==> src/rtl/qrs_sqrt_cell.sv <==
// ----------------------------------------------------------------------------
// qrs_sqrt_cell
// One bit-pair step of the integer square root, registered.
// ----------------------------------------------------------------------------
module qrs_sqrt_cell #(
  parameter int RW   = 33,
  parameter int TagW = 8
) (
  input  logic              clk_i,
  input  logic              rst_ni,
  input  logic              en_i,
  input  logic              valid_i,
  input  logic [2*RW-1:0]   rad_i,
  input  logic [RW+2:0]     rem_i,
  input  logic [RW-1:0]     root_i,
  input  logic [TagW-1:0]   tag_i,
  output logic              valid_o,
  output logic [2*RW-1:0]   rad_o,
  output logic [RW+2:0]     rem_o,
  output logic [RW-1:0]     root_o,
  output logic [TagW-1:0]   tag_o
);

  logic [RW+2:0] rem_n;
  logic [RW+2:0] trial;
  logic          fits;

  // the remainder never exceeds twice the partial root, so its top bits are clear
  assign rem_n = {rem_i[RW:0], rad_i[2*RW-1 -: 2]};
  assign trial = {1'b0, root_i, 2'b01};
  assign fits  = (rem_n >= trial);

  always_ff @(posedge clk_i or negedge rst_ni) begin
    if (!rst_ni) begin
      valid_o <= 1'b0;
    end else if (en_i) begin
      valid_o <= valid_i;
    end
  end

  always_ff @(posedge clk_i) begin
    if (en_i) begin
      rad_o  <= {rad_i[2*RW-3:0], 2'b00};
      rem_o  <= fits ? (rem_n - trial) : rem_n;
      root_o <= {root_i[RW-2:0], fits};
      tag_o  <= tag_i;
    end
  end

endmodule

==> config.mk <==
export PLATFORM = sky130hd
export DESIGN_NAME = qrs_sqrt_cell
export DESIGN_NICKNAME = d
export VERILOG_FILES = /design/src/rtl/qrs_sqrt_cell.sv
export SDC_FILE = /design/constraint.sdc
export NUM_CORES = 1
export LEC_CHECK = 0
export ABC_AREA = 1
export BUFFER_PORTS_ARGS = -buffer_cell sky130_fd_sc_hd__clkbuf_2
export CAP_MARGIN = 20
export CORE_ASPECT_RATIO = 2
export CORE_MARGIN = 2
export CORE_UTILIZATION = 30
export DETAILED_ROUTE_END_ITERATION = 10
export HOLD_SLACK_MARGIN = 0.06
export PLACE_DENSITY = 0.54
export SETUP_SLACK_MARGIN = 0.4
export SYNTH_ARGS = -nofsm -noshare
export SYNTH_HDL_FRONTEND = slang
export SYNTH_SLANG_ARGS = --single-unit
==> constraint.sdc <==
create_clock -name clk_i -period 1.05 [get_ports clk_i]
set_input_delay 0.105 -clock clk_i [delete_from_list [all_inputs] [get_ports clk_i]]
set_output_delay 0.105 -clock clk_i [all_outputs]
set_load 0.1 [all_outputs]
==> out/metrics.csv <==
metric;value;unit
worst_r2r_path_depth;1;
vias;7711;
port_buffers;286;
endpoint_kind;flip-flop;
place.gp.congestion;0.916;
clockBufferDepth;2;
cap_violations;0;
routed_wl;30700;um
power_density;1530;mW/mm^2
n_antenna_cell;0;
hp-class;input pin to flip-flop;
fin_skew;0;ps
synth_xor_area_share;2.19;%
synthAdderAreaFrac;5.76;%
place_ws;-1170;ps
p_leak;7.29;nW
wire_per_inst;17.5;um
worstHoldPathCells;3;
hold_start;rem_i[14];
synth-simple-area-share;24.9;%
drt_iter0_markers;256;
grt_pass1_vias;8100;
crit_fanout;6;
setup_ws;-478;ps
clk_latency;430;ps
syn_to_final_growth;105;%
reg2reg_slack;190;ps
multi_input_area;0.00366;sq mm
rr_startpoint;valid_o$_DFFE_PN0P_;
cp-start-kind;input pin;
grt_overflow;0;
netlist_area;0.00760;sq mm
die_x;117;um
synth_top_family_by_area;simple AND/OR/NAND/NOR gates;
synth-compound-area-share;2.98;%
slew_viol_final;0;
fmax;654;MHz
whs_endpoint;rem_o[16]$_DFFE_PP_;
final_cell_mix;234 x nand2_1, 158 x buf_4, 149 x buf_12, 141 x edfxtp_1, 124 x clkbuf_2;
clock_sinks;142;
coreArea;0.0250;sq mm
crit_arrival;1720;ps
cts_max_level;4;
clkTransAtPathRegs;60;ps
grt_pass1_wl;43700;um
core.rowCount;82;
crit_required;1250;ps
synth_seq_cells;142;
hpwl;23800;um
globalRouteTotalUtil;22.6;%
period_minus_slack;1530;ps
cts_buffers;17;
drive_above_1_share;48.8;%
dieHeight;229;um
layout.nets;1586;
drc;0;
synth_mux_area_share;0.148;%
start_util;30.4;%
cts_tree;yes;
final_design_area_no_fill;0.0156;sq mm
worstReg2RegEnd;valid_o$_DFFE_PN0P_;
failed_checks;negative hold slack, negative setup slack;
layout_commonest_cell;nand2_1;
dieArea;0.0267;sq mm
dpl_cell_area;0.0131;sq mm
dr.pass1.iters;4;
synthCells;834;
pin_count;291;
antenna_found_initial;0;
hold_violations;10;
ys_seq_area_share;56.0;%
grt_max_degree;29;
outcome;complete, but fails checks;
whs;-48.4;ps
synthDistinctLibCells;29;
via_per_inst;4.40;
postRouteAntennaNets;0;
setup_violations;179;
seq_area;0.00426;sq mm
rsz0062_at_grt;true;
ir_drop;1.04;mV
ys_warn_count;0;
fill_cells;2119;
avgSynthCellArea;9.12;sq um
path_class;input pin to flip-flop;
root_buffer;clkbuf_16;
timing.final.crit_share;146;%
-- flip-flops by register name, indices dropped and copies added (netlist names) --
signal   flops
valid_o      1
tag_o        8
root_o      33
rad_o       64
rem_o       36
-- critical path, stage by stage --
cell	delay, ps
buf_4	140
ha_4	260
inv_1	40
nor2_1	100
buf_4	160
nand3_2	70
nor2_2	120
nand3_2	90
nand3_2	110
nor2_4	40
nand2_4	130
inv_8	80
clkbuf_16	190
nand2_2	60
nand2_1	40
-- where the power goes --
group	leakage, nW	switching [mW]	internal [mW]
clock	0.262	2.56	3.28
combinational	5.64	6.40	4.11
sequential	1.39	0.477	6.94
-- per-layer routing --
metal | vias up | wire, um | track usage (%)
met5 | - | 0 | 0
met4 | 0 | 1610 | 13.0
met3 | 65 | 1570 | 4.21
met2 | 271 | 18300 | 46.8
met1 | 3561 | 9260 | 18.2
li1 | 3814 | - | -
-- how the worst max path moves through the flow --
stage	start	to	slack (ps)	cells after the start
2_1_floorplan	root_i[25]	rem_o[17]$_DFFE_PP_	-580	14
3_3_place_gp	root_i[29]	rem_o[21]$_DFFE_PP_	-1120	15
3_5_place_dp	root_i[29]	rem_o[26]$_DFFE_PP_	-1170	15
4_1_cts	rem_i[11]	rem_o[27]$_DFFE_PP_	-420	13
5_1_grt	rem_i[32]	rem_o[10]$_DFFE_PP_	-520	15
6_report	rem_i[32]	rem_o[10]$_DFFE_PP_	-480	15
-- cell type report --
class | count | area share [%]
timing repair buffer | 559 | 39.3
sequential | 142 | 27.4
multi-input combinational | 545 | 23.5
inverter | 139 | 3.51
clock buffer | 17 | 2.73
tap | 336 | 2.70
clock inverter | 15 | 0.876
-- metrics by stage --
step | util (%) | std cells | setup TNS, ps | total power, mW | hold WS, ps
2_1_floorplan | - | 835 | -20600 | 12.9 | -191
3_3_place_gp | 52.2 | 1597 | -40110 | 17.1 | -118
3_5_place_dp | 52.2 | 1597 | -41420 | 17.2 | -117
4_1_cts | 59.7 | 1741 | -33550 | 23.5 | -65.9
5_1_grt | 62.2 | 1753 | -38000 | 24.6 | -65.8
6_report | 62.2 | 1753 | -31360 | 23.8 | -48.4
-- cell families (layout without fill, tap and decap cells) --
group	count (synthesis)	after routing
other	1	2
adder cells (fa/ha/maj)	35	35
multiplexers	1	1
buffers and inverters	148	730
AO/OA/AOI/OAI	42	42
XOR/XNOR	19	19
AND/OR/NAND/NOR	446	446
flip-flops	142	142
-- timing repair --
action	CTS	global route
gates resized for setup	60	173
hold endpoints to repair	143	28
cloned	0	3
buffers inserted	6	9
endpoints found under the setup margin	180	181
hold buffers	106	1
pin swaps	8	30
-- synth_stat cells --
| cell type | instances | area share, % |
|---|---|---|
| xnor2_1 | 1 | 0.12 |
| nand2_1 | 311 | 15 |
| conb_1 | 1 | 0.049 |
| mux2_2 | 1 | 0.15 |
| ha_1 | 35 | 5.8 |
| o21bai_1 | 4 | 0.39 |
| nor3_1 | 6 | 0.39 |
| nor2_1 | 57 | 2.8 |
| buf_2 | 2 | 0.13 |
| o21ai_2 | 1 | 0.12 |
| nand2_2 | 9 | 0.74 |
| nand3b_1 | 11 | 1.1 |
| buf_6 | 3 | 0.44 |
| nand3_1 | 29 | 1.9 |
| and2_1 | 2 | 0.16 |
| buf_4 | 3 | 0.30 |
| edfxtp_1 | 141 | 56 |
| xor2_1 | 18 | 2.1 |
| a21oi_1 | 28 | 1.8 |
| nand4_1 | 3 | 0.25 |
| buf_12 | 1 | 0.26 |
| nor2_2 | 5 | 0.41 |
| o21ai_0 | 8 | 0.53 |
| dfrtp_1 | 1 | 0.33 |
| nor2_4 | 2 | 0.30 |
| nand3_2 | 11 | 1.4 |
| inv_2 | 1 | 0.049 |
| inv_1 | 138 | 6.8 |
| a21o_1 | 1 | 0.099 |
No activity file was read; power rests on OpenSTA's default activity.
