--- src/rtl/qrs_div_cell.sv ---
// ----------------------------------------------------------------------------
// qrs_div_cell
// One restoring-division step for both root numerators, registered.
// ----------------------------------------------------------------------------
module qrs_div_cell #(
  parameter int QW   = 34,
  parameter int DW   = 17,
  parameter int TagW = 4
) (
  input  logic            clk_i,
  input  logic            rst_ni,
  input  logic            en_i,
  input  logic            valid_i,
  input  logic [DW-1:0]   den_i,
  input  logic [QW-1:0]   num_i [2],
  input  logic [DW-1:0]   rem_i [2],
  input  logic [QW-1:0]   quo_i [2],
  input  logic [TagW-1:0] tag_i,
  output logic            valid_o,
  output logic [DW-1:0]   den_o,
  output logic [QW-1:0]   num_o [2],
  output logic [DW-1:0]   rem_o [2],
  output logic [QW-1:0]   quo_o [2],
  output logic [TagW-1:0] tag_o
);

  logic [DW:0] part [2];
  logic        fits [2];
  logic [DW:0] diff [2];

  always_comb begin
    for (int l = 0; l < 2; l++) begin
      part[l] = {rem_i[l], num_i[l][QW-1]};
      fits[l] = (part[l] >= {1'b0, den_i});
      diff[l] = part[l] - {1'b0, den_i};
    end
  end

  always_ff @(posedge clk_i or negedge rst_ni) begin
    if (!rst_ni) begin
      valid_o <= 1'b0;
    end else if (en_i) begin
      valid_o <= valid_i;
    end
  end

  always_ff @(posedge clk_i) begin
    if (en_i) begin
      den_o <= den_i;
      tag_o <= tag_i;
      for (int l = 0; l < 2; l++) begin
        num_o[l] <= {num_i[l][QW-2:0], 1'b0};
        rem_o[l] <= fits[l] ? diff[l][DW-1:0] : part[l][DW-1:0];
        quo_o[l] <= {quo_i[l][QW-2:0], fits[l]};
      end
    end
  end

endmodule

--- config.mk ---
export PLATFORM = sky130hd
export DESIGN_NAME = qrs_div_cell
export DESIGN_NICKNAME = d
export VERILOG_FILES = /design/src/rtl/qrs_div_cell.sv
export SDC_FILE = /design/constraint.sdc
export NUM_CORES = 1
export LEC_CHECK = 0
export BUFFER_PORTS_ARGS = -buffer_cell sky130_fd_sc_hd__buf_2
export CORE_AREA = 3 3 151 153
export CTS_CLUSTER_DIAMETER = 120
export CTS_CLUSTER_SIZE = 8
export DETAILED_ROUTE_END_ITERATION = 8
export DIE_AREA = 0 0 154 156
export GPL_TIMING_DRIVEN = 1
export PLACE_DENSITY = 0.63
export SLEW_MARGIN = 20
export SYNTH_ARGS = -nofsm -noshare
export SYNTH_HDL_FRONTEND = slang
export SYNTH_SLANG_ARGS = --single-unit
--- constraint.sdc ---
create_clock -name clk_i -period 1.63 [get_ports clk_i]
set_clock_uncertainty 0.1 [all_clocks]
set_input_delay 0.326 -clock clk_i [delete_from_list [all_inputs] [get_ports clk_i]]
set_output_delay 0.326 -clock clk_i [all_outputs]
set_load 0.05 [all_outputs]
==> results of run 1 <==
report_power, final:
| group | total (mW) | internal [mW] | switching [mW] |
|---|---|---|---|
| Clock | 4.22 | 2.10 | 2.13 |
| Sequential | 6.04 | 5.91 | 0.126 |
| Combinational | 4.43 | 1.61 | 2.82 |
| Total | 14.7 | 9.62 | 5.07 |
worst max path at each step:
stage,slack [ps],cells after the start,to
6_report,-530,11,rem_o[9]
3_5_place_dp,-1170,10,rem_o[12]
4_1_cts,-530,11,rem_o[33]
2_1_floorplan,-960,11,rem_o[12]
3_3_place_gp,-1140,11,rem_o[31]
5_1_grt,-600,10,rem_o[13]
kinds of logic (layout without fill, tap and decap cells):
logic type                 after synthesis  in the layout
AOI/OAI and AO/OA                      109            109
DFF                                    190            190
and+or+nand+nor                         94             94
xor gates and xnor gates                19             19
other                                    1              4
buffers and inverters                   39            734
muxes                                   22             22
adders and majority gates               36             36
metal layers:
layer | up-vias | track usage
met4 | 4 | 0.0711
li1 | 3337 | -
met2 | 292 | 0.409
met5 | - | 0
met1 | 3384 | 0.252
met3 | 44 | 0.0591
synthesized netlist by cell type (2+ instances only):
cell	instances	area (um^2)
edfxtp_1	189	5680
ha_1	34	425
nand2_1	34	128
a21oi_1	26	130
inv_1	24	90.1
mux2_2	18	203
o21ai_0	16	80.1
a21o_1	15	113
nor2_1	15	56.3
xnor2_1	15	131
nand3_1	14	70.1
o21a_1	10	75.1
o31ai_1	6	45.0
buf_2	5	25.0
nor2b_1	5	31.3
a211oi_1	4	30.0
and2_1	4	25.0
and4_1	4	35.0
mux2_4	4	60.1
xor2_1	4	35.0
a2111oi_0	3	26.3
a31oi_1	3	18.8
buf_6	3	33.8
clkbuf_1	3	11.3
nor3_1	3	15.0
nor3b_1	3	22.5
or2_2	3	18.8
a311oi_1	2	17.5
and3_1	2	12.5
buf_4	2	15.0
fa_1	2	40.0
inv_2	2	7.51
nand4_1	2	12.5
o211ai_1	2	15.0
o21bai_1	2	15.0
repair_timing:
item | 4_1_cts | 5_1_grt
hold buffers | 148 | 0
setup buffers | 8 | 5
hold endpoints to repair | 148 | 0
cloned | 2 | 0
endpoints found under the setup margin | 36 | 36
gates resized for setup | 49 | 32
pin swaps | 24 | 17
worst max-delay path: stages:
cell	delay, ps
buf_12	110
inv_12	40
ha_4	120
inv_2	30
fa_2	330
a21o_1	200
and2_4	170
o31a_4	290
o21ai_4	230
inv_6	90
mux2_4	300
cells in the final DEF, fill, tap and decap left out, types with 10 or more instances in the layout:
| master | netlist | final |
|---|---|---|
| a21o_1 | 15 | 15 |
| mux2_2 | 18 | 14 |
| a21oi_1 | 26 | 18 |
| clkbuf_16 | 0 | 17 |
| nand3_1 | 14 | 13 |
| nor2_1 | 15 | 15 |
| xnor2_1 | 15 | 15 |
| o21ai_0 | 16 | 13 |
| buf_2 | 5 | 377 |
| ha_1 | 34 | 18 |
| nand2_1 | 34 | 33 |
| ha_4 | 0 | 14 |
| buf_4 | 2 | 132 |
| inv_1 | 24 | 15 |
| edfxtp_1 | 189 | 189 |
| dlygate4sd3_1 | 0 | 148 |
| o21a_1 | 10 | 10 |
area by class of cell:
class	instances	area, um^2	share of cell area
antenna	2	5.00	0.000359
clock buffer	17	425	0.0305
clock inverter	15	181	0.0130
inverter	26	140	0.0101
multi-input combinational	282	2500	0.179
sequential	190	5700	0.409
tap	280	350	0.0251
timing repair buffer	674	4620	0.332
timing repair inverter	2	15.0	0.00108
sequential cells by signal, summed over array words and instances (netlist names):
| signal | cells |
|---|---|
| rem_o | 34 |
| valid_o | 1 |
| quo_o | 68 |
| den_o | 17 |
| tag_o | 4 |
| num_o | 66 |
per-stage QoR:
stage / power [mW] / setup TNS (ps) / hold slack, ps / std cells
after detailed placement: 10.0 / -37430 / 1.69 / 1293
after CTS: 14.7 / -16450 / 7.34 / 1483
final: 14.7 / -17290 / 35.9 / 1488
after floorplan: 8.63 / -28270 / -69.6 / 511
after global placement: 9.99 / -36420 / 1.06 / 1293
after global routing: 15.3 / -19960 / 15.0 / 1486
==> key figures, run 1 <==
Run status
  • Outcome: complete, but fails checks
  • Violated checks: negative setup slack

Routing
  • Met2 Wirelength: 15.1 mm
  • WL met1: 10.4 mm
  • Via count: 7061
  • Drt drc: 0
  • DR iter-0 viols: 354
  • Met3 WL: 1.76 mm
  • First drt pass iteration count: 4
  • Antenna viol nets, final: 0
  • Top sig layer: met5
  • Drt via density: 4.75
  • Final wirelength: 27.9 mm
  • DR WL/cell: 18.7 um

Logic synthesis
  • Post-Synthesis Cell Area: 8000 um^2
  • Avg Cell Area, Syn: 15.7 um^2
  • Warnings from Yosys: 0
  • Synth async-reset ratio: 0.00526
  • EDFF count, synth: 189
  • Synth unique cells: 62
  • Post-Synth XOR/XNOR Area: 0.0208
  • Seq/Total Area, Yosys: 0.712
  • Compound-Gate Fraction of Synth Area: 0.0946
  • Synth Area in Simple Gates: 0.0582
  • Largest family of logic cells by synthesized area: compound AO/OA/AOI/OAI gates
  • Yosys reg bits: 190
  • Mapped Cells: 510
  • Post-Synth Adder-Cell Area: 0.0582
  • Post-synthesis mux area share: 0.0328
  • Top FF cell, synth: edfxtp_1

Clock tree
  • Clk buf depth: 2
  • Clock-pin slew on the worst setup and hold paths: 70 ps
  • CTS tree: yes
  • Root buffer cell: clkbuf_16
  • H-tree depth: 4
  • Clock Sinks: 190
  • Clock Latency Late Sink: 420 ps
  • CTS buffer count: 17

Floorplan
  • Row count: 54
  • Num ports: 387
  • Die footprint: 24000 um^2
  • Die W: 154 um
  • Die H: 156 um
  • Core Footprint: 21700 um^2
  • Starting density of the core: 0.369

Timing
  • Unrepaired setup endpoints after global routing: yes
  • Max Clock Freq: 462 MHz
  • Post-route setup slack: -535 ps
  • Endpoints failing setup: 36
  • Final max-slew violation count: 0
  • Hold Fails Final Rpt: 0
  • Period utilization: 1.33
  • Fin crit period: 2160 ps

Setup path
  • Setup crit start kind: input pin
  • Crit path kind: input pin to register
  • CP startpoint: num_i[33]
  • CP max FO: 6
  • Reg2reg end: valid_o
  • Worst reg2reg startpoint: valid_o
  • Data required, critical path: 1710 ps
  • R2R Setup Slk: 730 ps
  • CP arrival: 2240 ps
  • Crit end category: register
  • R2R depth: 1

Placement
  • DP Area: 11400 um^2
  • Pre-CTS WS: -1170 ps
  • Detailed Place HPWL: 19.6 mm
  • Routability cong.: 0.875
  • PortBufs: 382

Global route
  • Grt ovf: 0
  • Gr usage total: 0.222
  • Antenna violations before repair: 2
  • Vias in the first global route: 7343
  • First-pass GRT wire length: 41.2 mm
  • Largest net degree at the start of global routing: 75

Power and ir drop
  • Lkg Pwr: 6.14 nW
  • Power Density: 1050 nW/um^2
  • Worst VDD drop: 0.639 mV

Hold path
  • Hold Path Class: input pin to register
  • Hold Startpoint: den_i[7]
  • Hold path cells: 1
  • WHS Endpoint: den_o[7]

Cells and area
  • Fin nets: 1424
  • Area grow syn2layout: 74.2%
  • # fillers: 1613
  • Post-route design area: 13900 um^2
  • Fin util: 0.643
  • Share of layout cells above drive strength 1: 0.536

Job
  • MaxCap Viol Count: 0
(Power assumes the default switching activity.)
==> run 2: changes to the inputs <==
CORE_AREA = not set   (was 3 3 151 153)
CORE_ASPECT_RATIO = 0.6   (was not set)
CORE_MARGIN = 3   (was not set)
CORE_UTILIZATION = 46   (was not set)
DIE_AREA = not set   (was 0 0 154 156)
PLACE_DENSITY = 0.77   (was 0.63)
clock period = 2.25 ns   (was 1.63 ns; I/O delays follow)
==> run 2 against run 1 <==
Against the previous run:
- the flow still finishes with violations (negative setup slack)
- global-route usage up 4.2 points
- register-to-register slack better by 650 ps
- cell area down 12%
==> key figures, run 2 (synthesis results as in run 1) <==
Routing
  • First drt pass iteration count: 5
  • Drt drc: 0
  • Antenna viol nets, final: 0
  • DR iter-0 viols: 486
  • Final wirelength: 26.5 mm
  • Via count: 6496
  • Drt via density: 5.15
  • DR WL/cell: 21.0 um

Setup path
  • CP peak stage delay: 360 ps
  • Crit path kind: input pin to register
  • CP max FO: 10
  • R2R Setup Slk: 1380 ps
  • R2R depth: 1
  • CP arrival: 2470 ps
  • Setup crit start kind: input pin
  • Crit end category: register
  • Data required, critical path: 2340 ps
  • Reg2reg end: valid_o
  • Critical-path cell list: buf_12 -> inv_12 -> ha_4 -> inv_4 -> fa_2 -> a21o_1 -> and2_4 -> o31a_4 -> o21ai_4 -> inv_6 -> mux2_4
  • Worst reg2reg startpoint: valid_o
  • Slowest stage cell on the critical path: fa_2

Power and ir drop
  • Lkg Pwr: 5.41 nW
  • Worst VDD drop: 0.490 mV
  • Clock power frac: 0.295
  • Sw Pwr: 3.68 mW
  • Internal Pwr Total: 6.77 mW
  • Gate power share: 0.286
  • Sw frac: 0.352
  • Seq pwr share: 0.418
  • Power Density: 857 nW/um^2

Cells and area
  • Leading cell types in the layout, fill and taps excluded: buf_2, edfxtp_1, buf_4
  • # diodes: 0
  • Area grow syn2layout: 52.5%
  • Share of layout cells above drive strength 1: 0.602
  • # fillers: 1166
  • Fin util: 0.735
  • Area occupied by multi-input gates: 2500 um^2
  • Top reg by flops: quo_o
  • Sequential cell area: 5700 um^2
  • Max reg flops: 68
  • Largest regs: quo_o (68), num_o (66), rem_o (34)
  • Most common cell after layout, fill and taps aside: buf_2
  • Fin nets: 1252

Timing
  • Post-route setup slack: -134 ps
  • Max Clock Freq: 420 MHz
  • Hold Fails Final Rpt: 0
  • Hold Slack: 80.7 ps
  • Endpoints failing setup: 30
  • Fin crit period: 2380 ps
  • Final max-slew violation count: 0
  • Unrepaired setup endpoints after global routing: yes
  • Period utilization: 1.06

Clock tree
  • H-tree depth: 4
  • Clock Sinks: 190
  • Clock Latency Late Sink: 430 ps
  • Clock-pin slew on the worst setup and hold paths: 80 ps
  • CTS tree: yes
  • CTS buffer count: 17
  • Root buffer cell: clkbuf_16
  • Clk buf depth: 2

Run status
  • Violated checks: negative setup slack
  • Outcome: complete, but fails checks

Global route
  • Largest net degree at the start of global routing: 60
  • Antenna violations before repair: 1
  • Grt ovf: 0
  • Vias in the first global route: 6376
  • First-pass GRT wire length: 37.2 mm
  • Gr usage total: 0.265

Floorplan
  • Starting density of the core: 0.482
  • Row count: 36
  • Core Footprint: 16600 um^2
  • Die H: 108 um
  • Die footprint: 19100 um^2
  • Num ports: 387
  • Die W: 176 um

Placement
  • Detailed Place HPWL: 20.6 mm
  • PortBufs: 382
  • Routability cong.: 0.942

Hold path
  • WHS Endpoint: num_o[22]
  • Hold path cells: 1
  • Hold Path Class: input pin to register
  • Hold Startpoint: num_i[21]

Job
  • MaxCap Viol Count: 0
run 2: cell count changes in the layout (fill, tap and decap cells not counted), moves of 6 or more:
cell / delta
dlygate4sd3_1: -147
buf_4: -23
ha_1: +7
ha_4: -6
run 2: how the worst max path moves through the flow:
stage,slack [ps],cells after the start,endpoint,startpoint
finish,-130,11,rem_o[9],num_i[33]
global route,-200,11,rem_o[8],num_i[33]
CTS,-120,11,rem_o[9],num_i[33]
detailed placement,-620,11,rem_o[14],num_i[33]
global placement,-580,11,rem_o[8],num_i[33]
floorplan,-470,11,rem_o[12],num_i[33]
run 2: area by class of cell:
cell class              instances  area share
flip-flops and latches        190       0.467
multi-input cells             282       0.205
clock inverters                15      0.0151
repair inverters                1    0.000922
well taps                     228      0.0234
repair buffers                503       0.242
inverters                      26      0.0117
clock buffers                  17      0.0348
run 2: power groups by stage:
stage          registers (mW)  clock network, mW  logic (mW)
2_1_floorplan            5.62                  0       0.632
3_3_place_gp             4.44                  0        2.75
3_5_place_dp             4.45                  0        2.78
4_1_cts                  4.38               3.12        2.88
5_1_grt                  4.40               3.27        3.14
6_report                 4.38               3.09        2.99
run 2: metal layers:
metal  GRT usage  part of all wire  vias to the layer above
met5           0                 0                        -
met4      0.0632            0.0095                        0
met3      0.0540             0.074                       25
met2       0.428              0.49                      276
met1       0.374              0.43                     3199
li1            -                 -                     2996
run 2: stage by stage:
stage | std cells | area [um^2] | worst slack, ps | setup TNS [ps] | power (mW)
2_1_floorplan | 511 | 8110 | -466 | -10420 | 6.25
3_3_place_gp | 1214 | 11100 | -581 | -17800 | 7.19
3_5_place_dp | 1214 | 11100 | -624 | -19440 | 7.23
4_1_cts | 1258 | 11900 | -120 | -874 | 10.4
5_1_grt | 1262 | 12200 | -196 | -3850 | 10.8
6_report | 1262 | 12200 | -134 | -1770 | 10.5
run 2: critical path: cells and delay by family:
kind                     cells  cell delay [ps]
buffers and inverters        4              280
adder cells (fa/ha/maj)      2              490
multiplexers                 1              300
AND/OR/NAND/NOR              1              170
AO/OA/AOI/OAI                3              770
run 2: repair_timing:
item | in CTS | in global routing
hold buffers | 1 | 0
gates resized for setup | 38 | 54
buffers inserted | 9 | 6
gates cloned | 2 | 0
pin swaps | 7 | 19
setup endpoints to repair | 31 | 34
hold endpoints to repair | 1 | 0
==> run 3: changes to the inputs <==
==> constraint.sdc (replaced) <==
create_clock -name clk_i -period 2.25 [get_ports clk_i]
set_clock_uncertainty 0.1 [all_clocks]
set_input_delay 0 -clock clk_i [delete_from_list [all_inputs] [get_ports clk_i]]
set_output_delay 0 -clock clk_i [all_outputs]
set_load 0.05 [all_outputs]
==> run 3 against run 2 <==
Against the previous run:
- the flow still finishes with violations (negative setup slack)
- routed wire length is 14% higher
- worst setup slack improved by 130 ps
- non-clock buffer count rose by 153
- largest cell class unchanged
- critical path type unchanged
- clock power about the same
- critical endpoint is now rem_o[14]
==> key figures, run 3 (synthesis results as in run 1) <==
Run status
  • Outcome: complete, but fails checks
  • Violated checks: negative setup slack

Setup path
  • CP arrival: 2330 ps
  • CP max FO: 10
  • Data required, critical path: 2330 ps
  • Crit end category: register
  • Setup crit start kind: input pin
  • Crit path kind: input pin to register

Global route
  • Gr usage total: 0.307
  • Largest net degree at the start of global routing: 52
  • Grt ovf: 0
  • Antenna violations before repair: 4
  • Vias in the first global route: 7401
  • First-pass GRT wire length: 43.3 mm

Clock tree
  • Clock Latency Late Sink: 430 ps
  • Clock-pin slew on the worst setup and hold paths: 80 ps
  • Post-CTS Setup Bufs: 0
  • Clock Sinks: 190
  • Clk buf depth: 2
  • Root buffer cell: clkbuf_16
  • CTS tree: yes
  • H-tree depth: 4
  • CTS buffer count: 17

Floorplan
  • Die footprint: 19100 um^2
  • Row count: 36
  • Num ports: 387
  • Core Footprint: 16600 um^2
  • Die W: 176 um
  • Starting density of the core: 0.482
  • Die H: 108 um

Placement
  • Cells after DPL: 1189
  • Routability cong.: 0.956
  • Pre-CTS WS: -267 ps
  • PortBufs: 382
  • DP Area: 10800 um^2
  • Detailed Place HPWL: 19.9 mm

Power and ir drop
  • Lkg Pwr: 5.93 nW
  • Worst VDD drop: 0.486 mV
  • Power Density: 786 nW/um^2
  • Total power: 10.6 mW

Cells and area
  • Fin nets: 1404
  • Fin util: 0.808
  • Area occupied by multi-input gates: 2200 um^2
  • Top reg by flops: quo_o
  • Post-route design area: 13400 um^2
  • Max reg flops: 68
  • Layout Cells excl Fill: 1417
  • Sequential cell area: 5700 um^2
  • Area grow syn2layout: 67.8%
  • Largest regs: quo_o (68), num_o (66), rem_o (34)
  • Most common cell after layout, fill and taps aside: buf_2
  • Leading cell types in the layout, fill and taps excluded: buf_2, dlygate4sd3_1, edfxtp_1
  • # fillers: 956
  • Share of layout cells above drive strength 1: 0.459

Timing
  • Fin crit period: 2250 ps
  • Post-route setup slack: -0.0306 ps
  • Max Clock Freq: 444 MHz
  • Total negative slack: -0.0306 ps
  • Hold Fails Final Rpt: 0
  • Worst slew pin tran: 522 ps
  • Period utilization: 1.00
  • Hold Slack: 29.0 ps
  • Max-slew headroom: 0.652
  • Endpoints failing setup: 1
  • Final max-slew violation count: 0

Routing
  • Via count: 7252
  • First drt pass iteration count: 5
  • DR iter-0 viols: 726
  • DR WL/cell: 21.2 um
  • Drt via density: 5.12
  • Final wirelength: 30.1 mm
  • Drt drc: 0
  • Antenna viol nets, final: 0

Job
  • MaxCap Viol Count: 0

Hold path
  • Hold Path Class: input pin to register
-- run 3: changes by cell type in the layout (fill, tap and decap cells not counted), sizes merged --
| cell | before | now |
|---|---|---|
| buf | 502 | 463 |
| clkinv | 6 | 8 |
| clkinvlp | 0 | 1 |
| dlygate4sd3 | 1 | 193 |
| inv | 36 | 32 |
| diode | 0 | 3 |
-- run 3: timing repair --
| action | in CTS | in global routing |
|---|---|---|
| hold endpoints to repair | 234 | 0 |
| resized for setup | 0 | 12 |
| endpoints found under the setup margin | 0 | 28 |
| hold buffers | 193 | 0 |
-- run 3: worst paths after layout --
path | start | to | slack [ps] | cells after the start
min in group asynchronous | rst_ni | valid_o | 330 | 3
worst min register to register | valid_o | valid_o | 460 | 1
worst max-delay path | rem_i[14] | rem_o[14] | -0.03 | 10
worst min-delay path | rem_i[17] | rem_o[18] | 30 | 3
worst max register to register | valid_o | valid_o | 1370 | 1
max in group asynchronous | rst_ni | valid_o | 1610 | 3
-- run 3: area by class of cell --
type	count	area share
Timing Repair Buffer	656	0.336
Multi-Input combinational cell	282	0.164
Clock buffer	17	0.0317
Tap cell	228	0.0212
Antenna cell	3	0.000559
Inverter	26	0.00857
Clock inverter	15	0.0139
Sequential cell	190	0.424
-- run 3: layer usage --
layer  track usage  share of wire
met2         0.524           0.51
met1         0.387           0.38
met4        0.0994          0.029
met5             0        0.00056
met3        0.0825          0.085
-- run 3: power by group --
group          internal (mW)  switching [mW]  leakage [nW]  total, mW
registers               4.28           0.111          1.86       4.40
logic                   1.05            2.03          3.78       3.09
clock network           1.52            1.56         0.294       3.08
-- run 3: worst max-delay path, cell delays in order --
cell	delay [ps]
dlygate4sd3_1	550
buf_2	140
ha_1	300
a21o_1	190
a211oi_2	210
buf_4	160
o211ai_1	130
o21ai_4	230
inv_6	110
mux2_4	310
